### config.mk
export PLATFORM = sky130hd
export DESIGN_NAME = page_buffer_pool_lru
export DESIGN_NICKNAME = d
export VERILOG_FILES = /design/src/pbpl_pkg.sv /design/src/pbpl_ram.sv /design/src/page_buffer_pool_lru.sv
export SDC_FILE = /design/constraint.sdc
export NUM_CORES = 2
export LEC_CHECK = 0
export ABC_AREA = 1
export BUFFER_PORTS_ARGS = -buffer_cell sky130_fd_sc_hd__buf_2
export CAP_MARGIN = 5
export CELL_PAD_IN_SITES_DETAIL_PLACEMENT = 1
export CELL_PAD_IN_SITES_GLOBAL_PLACEMENT = 1
export CORE_ASPECT_RATIO = 1.1
export CORE_MARGIN = 2
export CORE_UTILIZATION = 51
export CTS_BUF_LIST = sky130_fd_sc_hd__clkbuf_4
export CTS_CLUSTER_SIZE = 20
export DETAILED_ROUTE_END_ITERATION = 6
export PLACE_DENSITY = 0.92
export SKIP_LAST_GASP = 1
export SYNTH_ARGS = -nofsm -noshare
export SYNTH_HDL_FRONTEND = slang
export SYNTH_SLANG_ARGS = --single-unit
### constraint.sdc
create_clock -name clock -period 5.3 [get_ports clock]
set_clock_uncertainty 0.15 [all_clocks]
set_input_delay 0.795 -clock clock [delete_from_list [all_inputs] [get_ports clock]]
set_output_delay 0.795 -clock clock [all_outputs]
set_load 0.03 [all_outputs]
### src/pbpl_pkg.sv
// ---------------------------------------------------------------------------
// pbpl_pkg
// Shared constants for the page buffer pool with LRU replacement.
// ---------------------------------------------------------------------------
package pbpl_pkg;
   localparam logic [2:0] OP_GET       = 3'd0;
   localparam logic [2:0] OP_RELEASE   = 3'd1;
   localparam logic [2:0] OP_MARK      = 3'd2;
   localparam logic [2:0] OP_FLUSH     = 3'd3;
   localparam logic [2:0] OP_FLUSH_ALL = 3'd4;

   localparam logic [1:0] ST_OK       = 2'd0;
   localparam logic [1:0] ST_PINNED   = 2'd1;
   localparam logic [1:0] ST_RESERVED = 2'd2;

   localparam int PAGE_W = 32;
endpackage

### src/pbpl_ram.sv
`default_nettype none
// ---------------------------------------------------------------------------
// pbpl_ram
// Single-port-write, single-read RAM with registered read data.
// ---------------------------------------------------------------------------
module pbpl_ram #(
   parameter int WIDTH = 32,
   parameter int DEPTH = 16
) (
   input  wire logic                     clock,
   input  wire logic                     wr_en,
   input  wire logic [$clog2(DEPTH)-1:0] wr_addr,
   input  wire logic [WIDTH-1:0]         wr_data,
   input  wire logic [$clog2(DEPTH)-1:0] rd_addr,
   output logic      [WIDTH-1:0]         rd_data
);
   logic [WIDTH-1:0] mem [DEPTH];

   always_ff @(posedge clock) begin
      if (wr_en) mem[wr_addr] <= wr_data;
      rd_data <= mem[rd_addr];
   end
endmodule
`default_nettype wire

### src/page_buffer_pool_lru.sv
`default_nettype none
// ---------------------------------------------------------------------------
// page_buffer_pool_lru
// Buffer pool frame tracker with LRU replacement. Tags live in a RAM; per-frame
// flags and ranks live in flops. One frame's tag is read per cycle.
// Get, release, mark dirty and flush page strobe their word after one tag read and
// victim compare per frame, a victim tag read and the update.
// A reserved id or an unknown code skips the scan and strobes straight from the update.
// Flush all strobes one word if nothing is dirty, else one word per dirty frame, each after its tag is prefetched.
// Throughput: one operation at a time; busy falls in the cycle carrying the last word.
// Reset clears all flags, ranks and the occupancy; the tag RAM needs no clear,
// since a tag is only used for a frame marked valid. Results cannot be stalled.
// ---------------------------------------------------------------------------
module page_buffer_pool_lru #(
   parameter int CAPACITY = 16
) (
   input  wire logic        clock,
   input  wire logic        reset,
   input  wire logic        start,
   output logic             busy,
   input  wire logic [2:0]  req_operation,
   input  wire logic [31:0] req_page_number,
   input  wire logic        req_set_dirty,
   output logic             rsp_strobe,
   output logic [1:0]       rsp_status,
   output logic             rsp_hit,
   output logic [3:0]       rsp_slot,
   output logic             rsp_load_request,
   output logic             rsp_write_back,
   output logic [31:0]      rsp_wb_tag,
   output logic [3:0]       rsp_write_frame,
   output logic             rsp_last
);
   import pbpl_pkg::*;

   localparam int IW = $clog2(CAPACITY);

   localparam logic [2:0] S_IDLE = 3'd0;
   localparam logic [2:0] S_SCAN = 3'd1;
   localparam logic [2:0] S_DEC  = 3'd2;
   localparam logic [2:0] S_VTAG = 3'd3;
   localparam logic [2:0] S_EXEC = 3'd4;
   localparam logic [2:0] S_FALL = 3'd5;

   logic [2:0]        state_ff, state_in;
   logic [2:0]        op_ff;
   logic [31:0]       page_ff;
   logic              sd_ff;
   logic [CAPACITY-1:0] valid_ff, dirty_ff, pinned_ff;
   logic [IW-1:0]     rank_ff [CAPACITY];
   logic [IW:0]       idx_ff;
   logic              rv_ff;
   logic [IW-1:0]     raddr_q;
   logic              found_ff;
   logic [IW-1:0]     fidx_ff;
   logic              have_vic_ff;
   logic [IW-1:0]     vic_ff, vic_rank_ff;
   // flush-all tag prefetch
   logic              fa_primed_ff;

   logic              wr_en;
   logic [IW-1:0]     wr_addr, rd_addr;
   logic [31:0]       wr_data, rd_data;

   pbpl_ram #(.WIDTH(PAGE_W), .DEPTH(CAPACITY)) u_tag (
      .clock(clock), .wr_en(wr_en), .wr_addr(wr_addr), .wr_data(wr_data),
      .rd_addr(rd_addr), .rd_data(rd_data)
   );

   // free frame: narrow flag logic; LRU victim is picked during the scan
   logic              have_free, have_vic;
   logic [IW-1:0]     free_idx, vic_idx;
   always_comb begin
      have_free = 1'b0; free_idx = '0;
      for (int i = CAPACITY - 1; i >= 0; i--) begin
         if (!valid_ff[i]) begin
            have_free = 1'b1; free_idx = IW'(i);
         end
      end
   end
   assign have_vic = have_vic_ff;
   assign vic_idx  = vic_ff;

   logic              any_dirty;
   logic [IW-1:0]     dirty_idx;
   always_comb begin
      any_dirty = 1'b0; dirty_idx = '0;
      for (int i = CAPACITY - 1; i >= 0; i--) begin
         if (valid_ff[i] && dirty_ff[i]) begin
            any_dirty = 1'b1; dirty_idx = IW'(i);
         end
      end
   end
   logic [CAPACITY-1:0] dirty_next;
   always_comb begin
      dirty_next = dirty_ff;
      dirty_next[dirty_idx] = 1'b0;
   end
   logic more_dirty;
   assign more_dirty = |(dirty_next & valid_ff);

   // flush all stays until the word for the last dirty frame is sent
   logic fall_exit;
   assign fall_exit = (state_ff == S_FALL) && (!any_dirty || (fa_primed_ff && !more_dirty));

   assign busy = (state_ff != S_IDLE);
   logic accept;
   assign accept = start && !busy;

   always_comb begin
      state_in = state_ff;
      case (state_ff)
         S_IDLE: if (accept) begin
            if (req_operation == OP_FLUSH_ALL) state_in = S_FALL;
            else if (req_operation > OP_FLUSH_ALL || req_page_number == '0) state_in = S_EXEC;
            else state_in = S_SCAN;
         end
         S_SCAN: if (idx_ff == (IW+1)'(CAPACITY - 1)) state_in = S_DEC;
         S_DEC:  state_in = S_VTAG;
         S_VTAG: state_in = S_EXEC;
         S_EXEC: state_in = S_IDLE;
         S_FALL: if (fall_exit) state_in = S_IDLE;
         default: state_in = S_IDLE;
      endcase
   end

   always_comb begin
      rd_addr = idx_ff[IW-1:0];
      if (state_ff == S_DEC || state_ff == S_VTAG) rd_addr = vic_idx;
      else if (state_ff == S_FALL) rd_addr = dirty_idx;
   end

   // flush all reads the tag of the frame ahead of its word: use a prefetch stage
   logic [31:0] tag_now;
   assign tag_now = rd_data;

   logic [IW-1:0] target;
   logic          get_miss_ok;
   logic          vic_wb;
   logic [IW-1:0] slot;
   assign get_miss_ok = have_free || have_vic;
   assign slot = have_free ? free_idx : vic_idx;
   assign vic_wb = !have_free && dirty_ff[vic_idx];
   assign target = fidx_ff;

   assign wr_en   = (state_ff == S_EXEC) && op_ff == OP_GET && page_ff != '0 &&
                    !found_ff && get_miss_ok;
   assign wr_addr = slot;
   assign wr_data = page_ff;

   always_ff @(posedge clock) begin
      if (reset) begin
         state_ff <= S_IDLE;
         valid_ff <= '0; dirty_ff <= '0; pinned_ff <= '0;
         for (int i = 0; i < CAPACITY; i++) rank_ff[i] <= '0;
         idx_ff <= '0; rv_ff <= 1'b0; found_ff <= 1'b0; fa_primed_ff <= 1'b0;
         have_vic_ff <= 1'b0;
         rsp_strobe <= 1'b0;
      end else begin
         state_ff   <= state_in;
         rsp_strobe <= 1'b0;
         rv_ff      <= 1'b0;
         if (accept) begin
            op_ff <= req_operation; page_ff <= req_page_number; sd_ff <= req_set_dirty;
            idx_ff <= '0; found_ff <= 1'b0; fa_primed_ff <= 1'b0;
            have_vic_ff <= 1'b0;
         end
         if (state_ff == S_SCAN) begin
            rv_ff   <= 1'b1;
            raddr_q <= idx_ff[IW-1:0];
            idx_ff  <= idx_ff + 1'b1;
            if (valid_ff[idx_ff[IW-1:0]] && !pinned_ff[idx_ff[IW-1:0]] &&
                (!have_vic_ff || rank_ff[idx_ff[IW-1:0]] > vic_rank_ff)) begin
               have_vic_ff <= 1'b1;
               vic_ff      <= idx_ff[IW-1:0];
               vic_rank_ff <= rank_ff[idx_ff[IW-1:0]];
            end
         end
         if (rv_ff && valid_ff[raddr_q] && tag_now == page_ff && !found_ff) begin
            found_ff <= 1'b1; fidx_ff <= raddr_q;
         end
         if (state_ff == S_EXEC) begin
            rsp_strobe <= 1'b1; rsp_last <= 1'b1;
            rsp_status <= ST_OK; rsp_hit <= 1'b0; rsp_slot <= '0;
            rsp_load_request <= 1'b0; rsp_write_back <= 1'b0;
            rsp_wb_tag <= '0; rsp_write_frame <= '0;
            if (op_ff > OP_FLUSH_ALL) begin
            end else if (page_ff == '0) begin
               rsp_status <= ST_RESERVED;
            end else if (op_ff == OP_GET) begin
               if (found_ff) begin
                  rsp_hit <= 1'b1; rsp_slot <= 4'(target);
                  pinned_ff[target] <= 1'b1;
                  if (!pinned_ff[target]) begin
                     for (int i = 0; i < CAPACITY; i++)
                        if (valid_ff[i] && rank_ff[i] < rank_ff[target])
                           rank_ff[i] <= rank_ff[i] + 1'b1;
                     rank_ff[target] <= '0;
                  end
               end else if (!get_miss_ok) begin
                  rsp_status <= ST_PINNED;
               end else begin
                  // evict (ranks above victim shift down) then age all, net effect:
                  for (int i = 0; i < CAPACITY; i++)
                     if (valid_ff[i] && IW'(i) != slot &&
                         (have_free || rank_ff[i] < rank_ff[slot]))
                        rank_ff[i] <= rank_ff[i] + 1'b1;
                  rank_ff[slot]   <= '0;
                  valid_ff[slot]  <= 1'b1;
                  dirty_ff[slot]  <= 1'b0;
                  pinned_ff[slot] <= 1'b1;
                  rsp_slot <= 4'(slot); rsp_load_request <= 1'b1;
                  if (vic_wb) begin
                     rsp_write_back <= 1'b1; rsp_wb_tag <= tag_now;
                     rsp_write_frame <= 4'(vic_idx);
                  end
               end
            end else if (found_ff) begin
               if (op_ff == OP_RELEASE) begin
                  if (sd_ff) dirty_ff[target] <= 1'b1;
                  pinned_ff[target] <= 1'b0;
                  for (int i = 0; i < CAPACITY; i++)
                     if (valid_ff[i] && rank_ff[i] < rank_ff[target])
                        rank_ff[i] <= rank_ff[i] + 1'b1;
                  rank_ff[target] <= '0;
               end else if (op_ff == OP_MARK) begin
                  dirty_ff[target] <= 1'b1;
               end else if (op_ff == OP_FLUSH && dirty_ff[target]) begin
                  dirty_ff[target] <= 1'b0;
                  rsp_write_back <= 1'b1; rsp_wb_tag <= page_ff;
                  rsp_write_frame <= 4'(target);
               end
            end
         end
         if (state_ff == S_FALL) begin
            fa_primed_ff <= any_dirty && !fa_primed_ff;
            raddr_q <= dirty_idx;
            if (!any_dirty) begin
               rsp_strobe <= 1'b1; rsp_last <= 1'b1; rsp_status <= ST_OK;
               rsp_hit <= 1'b0; rsp_slot <= '0; rsp_load_request <= 1'b0;
               rsp_write_back <= 1'b0; rsp_wb_tag <= '0; rsp_write_frame <= '0;
            end else if (fa_primed_ff && raddr_q == dirty_idx) begin
               rsp_strobe <= 1'b1; rsp_last <= !more_dirty; rsp_status <= ST_OK;
               rsp_hit <= 1'b0; rsp_slot <= '0; rsp_load_request <= 1'b0;
               rsp_write_back <= 1'b1; rsp_wb_tag <= tag_now;
               rsp_write_frame <= 4'(dirty_idx);
               dirty_ff <= dirty_next;
            end
         end
      end
   end

   assert property (@(posedge clock) disable iff (reset)
      rsp_strobe && rsp_load_request |-> rsp_status == ST_OK && !rsp_hit)
      else $error("load request with bad status");
   assert property (@(posedge clock) disable iff (reset)
      rsp_strobe && rsp_status == ST_RESERVED |-> !rsp_write_back && !rsp_load_request)
      else $error("reserved id caused action");
   assert property (@(posedge clock) disable iff (reset)
      $past(accept && !reset) |-> busy)
      else $error("accept did not raise busy");
   assert property (@(posedge clock) disable iff (reset)
      rsp_strobe && rsp_write_back |-> rsp_wb_tag != '0)
      else $error("write back of empty page");
endmodule
`default_nettype wire
==> results.env <==
YOSYSWARNINGCOUNT=0
MAX_FREQ_MHz=186
LAYOUT-DRIVE-GT1-SHARE=0.141
TIMING.SETUP.TNS_NS=-0.0729
TIMING.FINAL.SETUP_VIOLATIONS=1
LEAKAGE_nW=17.4
SYNTH.TOP_CELLS.BY_AREA='edfxtp_1, dfxtp_1, nand2_1'
WORST-ENDPOINT-REQUIRED_NS=6.01
GRT_USE_TOTAL=0.470
SYNTH-SEQ-AREA-SHARE=0.555
SYNTH.AVG_CELL_AREA_SQ_UM=9.32
GRT_TOTAL_OVFL=0
IRDROPWORSTVDD_V=0.000375
FIRST_ITER_VIOLATIONS=5915
FAILED_CHECKS='design-rule violations, negative setup slack'
HTREEDEPTH=4
AREA_GROWTH_FROM_SYNTHESIS_TO_LAYOUT_PCT=13.5
WHS_PATH_DEPTH=3
NETLIST.TOP_CELL.BY_AREA='edfxtp_1'
YOSYSUNIQUECELLTYPES=59
CTS-BUFFERS-INSERTED=192
SETUP.WORST_PATH.CLASS='reg2reg'
REGISTER_AREA_SQ_UM=21600
REGTOREGENDPOINT='rsp_wb_tag[22]$_DFFE_PN_'
RUN_STATUS='finished, violations left'
SYNTH_LARGEST_TYPE_AREA_FRACTION=0.470
PERIOD_MINUS_SLACK_NS=5.37
DIE_WIDTH_UM=268
DETAILEDROUTE.FIRSTPASSITERATIONCOUNT=7
WORSTREGTOREGCELLS=15
SYNTHESIS.NETS=4339
DRC_ERRORS_LEFT=8
POST-DP-HPWL_MM=102
FINALWORSTSETUPSLACK_NS=-0.0729
POWER_mW=20.3
MAX_TRANSITION_VIOLS_FINAL=0
WORST-ENDPOINT-ARRIVAL_NS=6.08
R2R_SLACK_NS=-0.07
SYNTHARSTFLOPSHARE=0
IO_BUFFERS=86
LARGEST_NET_DEGREE_AT_THE_START_OF_GLOBAL_ROUTING=145
FLOORPLAN.DIE_AREA_SQ_UM=78600
INITIAL_UTILIZATION=0.514
POSTROUTEWIRELENGTH_MM=184
NUM-FILL-CELLS=8640
TIMING.CRITICAL_PATH.FANOUT_MAX=48
TIMING.HOLD.WORST.START='reset'
HOLDPATHEND='valid_ff[12]$_SDFFE_PP0P_'
TIMING.CRITICAL_PATH.FROM_TYPE='register'
TRITONCTS='done'
PLACE_CONGESTION=1.06
PERIOD_SHARE=1.01
FINALNETCOUNT=4582
TIMING.SLEW.HEADROOM=0.231
TIMING_WORST_SLEW_PIN_VALUE_NS=1.15
ROUTED_VIA_DENSITY=6.90
ANTENNA_FOUND_INITIAL=20
COREAREA_SQ_UM=75900
PLACED_CELLS_INCL_TAPS=5216
CTS_ROOT_BUF='clkbuf_4'
FINAL_CELL_COUNT_NO_FILL=5617
POSTSYNTHCELLCOUNT=4182
FLOORPLAN.IO_PINS=87
FLOORPLAN.DIE.HEIGHT_UM=294
CLK_PATH_BUF_DEPTH=3
COUNT_OF_STANDARD_CELL_ROWS=106
SYNTH_TOP_FLOP_CELL='edfxtp_1'
DRT-WIRELENGTH-PER-CELL_UM=32.8
GRT_PASS1_VIAS=39900
RSZ_0062_RAISED_AFTER_GLOBAL_ROUTING='false'
CLOCK_SINK_COUNT=775
HOLD_VIOLATIONS=0
SYNTH_EDF_COUNT=610
PATH_CLK_SLEW_NS=0.08
TIMING.HOLD.WORST.CLASS='in2reg'
END_KIND='register'
DR_VIAS=38800
P_PER_AREA_nW_PER_UM2=459
SYNTH_AREA_SQ_UM=39000
ANTENNA_VIOLATING_NETS_POST_ROUTE=0
SYNTH-SEQ-CELLS=775
GRT_PASS1_WL_MM=268
MULTI_INPUT_COMB_AREA_SQ_UM=14600
R2R_START='dirty_ff[15]$_SDFF_PP0_'
CLK-INSERTION-DELAY-LATE_NS=1.20
DRV_CAP=0
-- synth_stat cells, types with 3 or more instances --
cell,n
a2111oi_0,4
a211o_1,4
a211oi_1,42
a21boi_0,4
a21oi_1,391
a21oi_2,3
a221oi_1,8
a22o_1,3
a22oi_1,43
a31oi_1,12
a32o_1,3
buf_1,26
buf_2,35
clkbuf_1,148
clkinv_1,3
dfxtp_1,165
edfxtp_1,610
ha_1,118
inv_1,525
inv_2,23
nand2_1,642
nand2_2,17
nand2_4,3
nand3_1,291
nand3_2,7
nand4_1,33
nor2_1,207
nor2_2,3
nor3_1,39
nor4_1,26
o2111ai_1,7
o211ai_1,146
o21ai_0,376
o21ai_1,41
o21ai_2,3
o221ai_1,24
o22ai_1,58
o311ai_0,19
o311ai_1,3
o31ai_1,3
or2_2,12
xnor2_1,5
xor2_1,25
-- metrics by stage --
step	setup WS, ns	instance area, sq um	util	hold slack (ns)
finish	-0.0729	44200	0.583	0.0858
global route	0.0885	44200	0.583	0.0762
CTS	0.332	44200	0.582	0.0367
detailed placement	0.515	41200	0.544	0.339
global placement	0.680	41200	0.544	0.319
floorplan	0.527	39000	-	0.274
-- critical path, cell delays in order (launching register included) --
cell	delay (ns)
dfxtp_1	0.50
inv_1	0.23
o21ai_1	0.28
nor2_1	0.13
o31ai_1	0.31
nand2_1	0.25
xor2_1	0.21
a21oi_1	0.15
o21ai_1	0.10
a2111oi_2	0.52
nand2_1	0.29
nor2_2	0.37
inv_2	0.09
buf_4	0.35
o21ai_0	0.98
nor2_1	0.14
-- what timing repair did --
action                     in CTS  in global routing
hold endpoints to repair       38                  0
gates resized for setup         0                  3
hold buffers                   37                  0
buffers inserted                0                  4
setup endpoints to repair       0                 27
-- layout make-up --
cell class | count | area share
clock inverters | 61 | 0.00877
clock buffers | 288 | 0.0489
repair buffers | 261 | 0.0469
well taps | 1026 | 0.0290
inverters | 551 | 0.0468
multi-input cells | 2644 | 0.330
flip-flops and latches | 775 | 0.489
diodes | 11 | 0.000622
-- how the worst max path moves through the flow --
stage                             start                          end  slack [ns]
2_1_floorplan  valid_ff[6]$_SDFFE_PP0P_    u_tag.mem[7][0]$_DFFE_PP_        0.53
3_3_place_gp       page_ff[4]$_DFFE_PP_  rank_ff[10][3]$_SDFFE_PP0P_        0.68
3_5_place_dp   valid_ff[6]$_SDFFE_PP0P_  rank_ff[13][1]$_SDFFE_PP0P_        0.52
4_1_cts        valid_ff[6]$_SDFFE_PP0P_  rank_ff[13][2]$_SDFFE_PP0P_        0.33
5_1_grt         dirty_ff[15]$_SDFF_PP0_     rsp_wb_tag[22]$_DFFE_PN_        0.09
6_report        dirty_ff[15]$_SDFF_PP0_     rsp_wb_tag[22]$_DFFE_PN_       -0.07
-- layer usage --
metal	global-route usage	part of all wire	vias up
met5	0.00503	0.00091	-
met4	0.422	0.11	22
met3	0.173	0.13	1282
met2	0.711	0.44	3541
met1	0.517	0.33	18500
li1	-	-	15400
-- cell usage in the layout (no fill, tap or decap), types with 39 or more instances in the layout --
cell type and n:
nand2_1 641, edfxtp_1 610, inv_1 524, a21oi_1 390, o21ai_0 375, nand3_1 291, clkbuf_4 288, nor2_1 195
dfxtp_1 163, o211ai_1 146, buf_4 119, ha_1 118, buf_2 86, o22ai_1 58, a22oi_1 43, a211oi_1 42
o21ai_1 39
-- flip-flops by register name, indices dropped and copies added (netlist names), 5 cells and up, named ones only --
register	count
rank_ff	64
valid_ff	16
u_tag.rd_data	32
page_ff	32
u_tag.mem	512
dirty_ff	16
pinned_ff	16
rsp_wb_tag	32
idx_ff	5
-- power by group --
group,internal [mW],leakage (nW),switching [mW]
logic,1.84,9.01,4.84
registers,7.14,6.89,0.642
clock network,2.66,1.52,3.17
-- cells by family (layout without fill, tap and decap cells) --
family,count (synthesis),after routing,synth area share
xor gates and xnor gates,30,30,0.00674
DFF,775,775,0.555
other,0,11,0
AOI/OAI and AO/OA,1208,1208,0.182
adders and majority gates,118,118,0.0379
buffers and inverters,763,1161,0.0751
and+or+nand+nor,1288,1288,0.143
No activity file was read; power rests on OpenSTA's default activity.
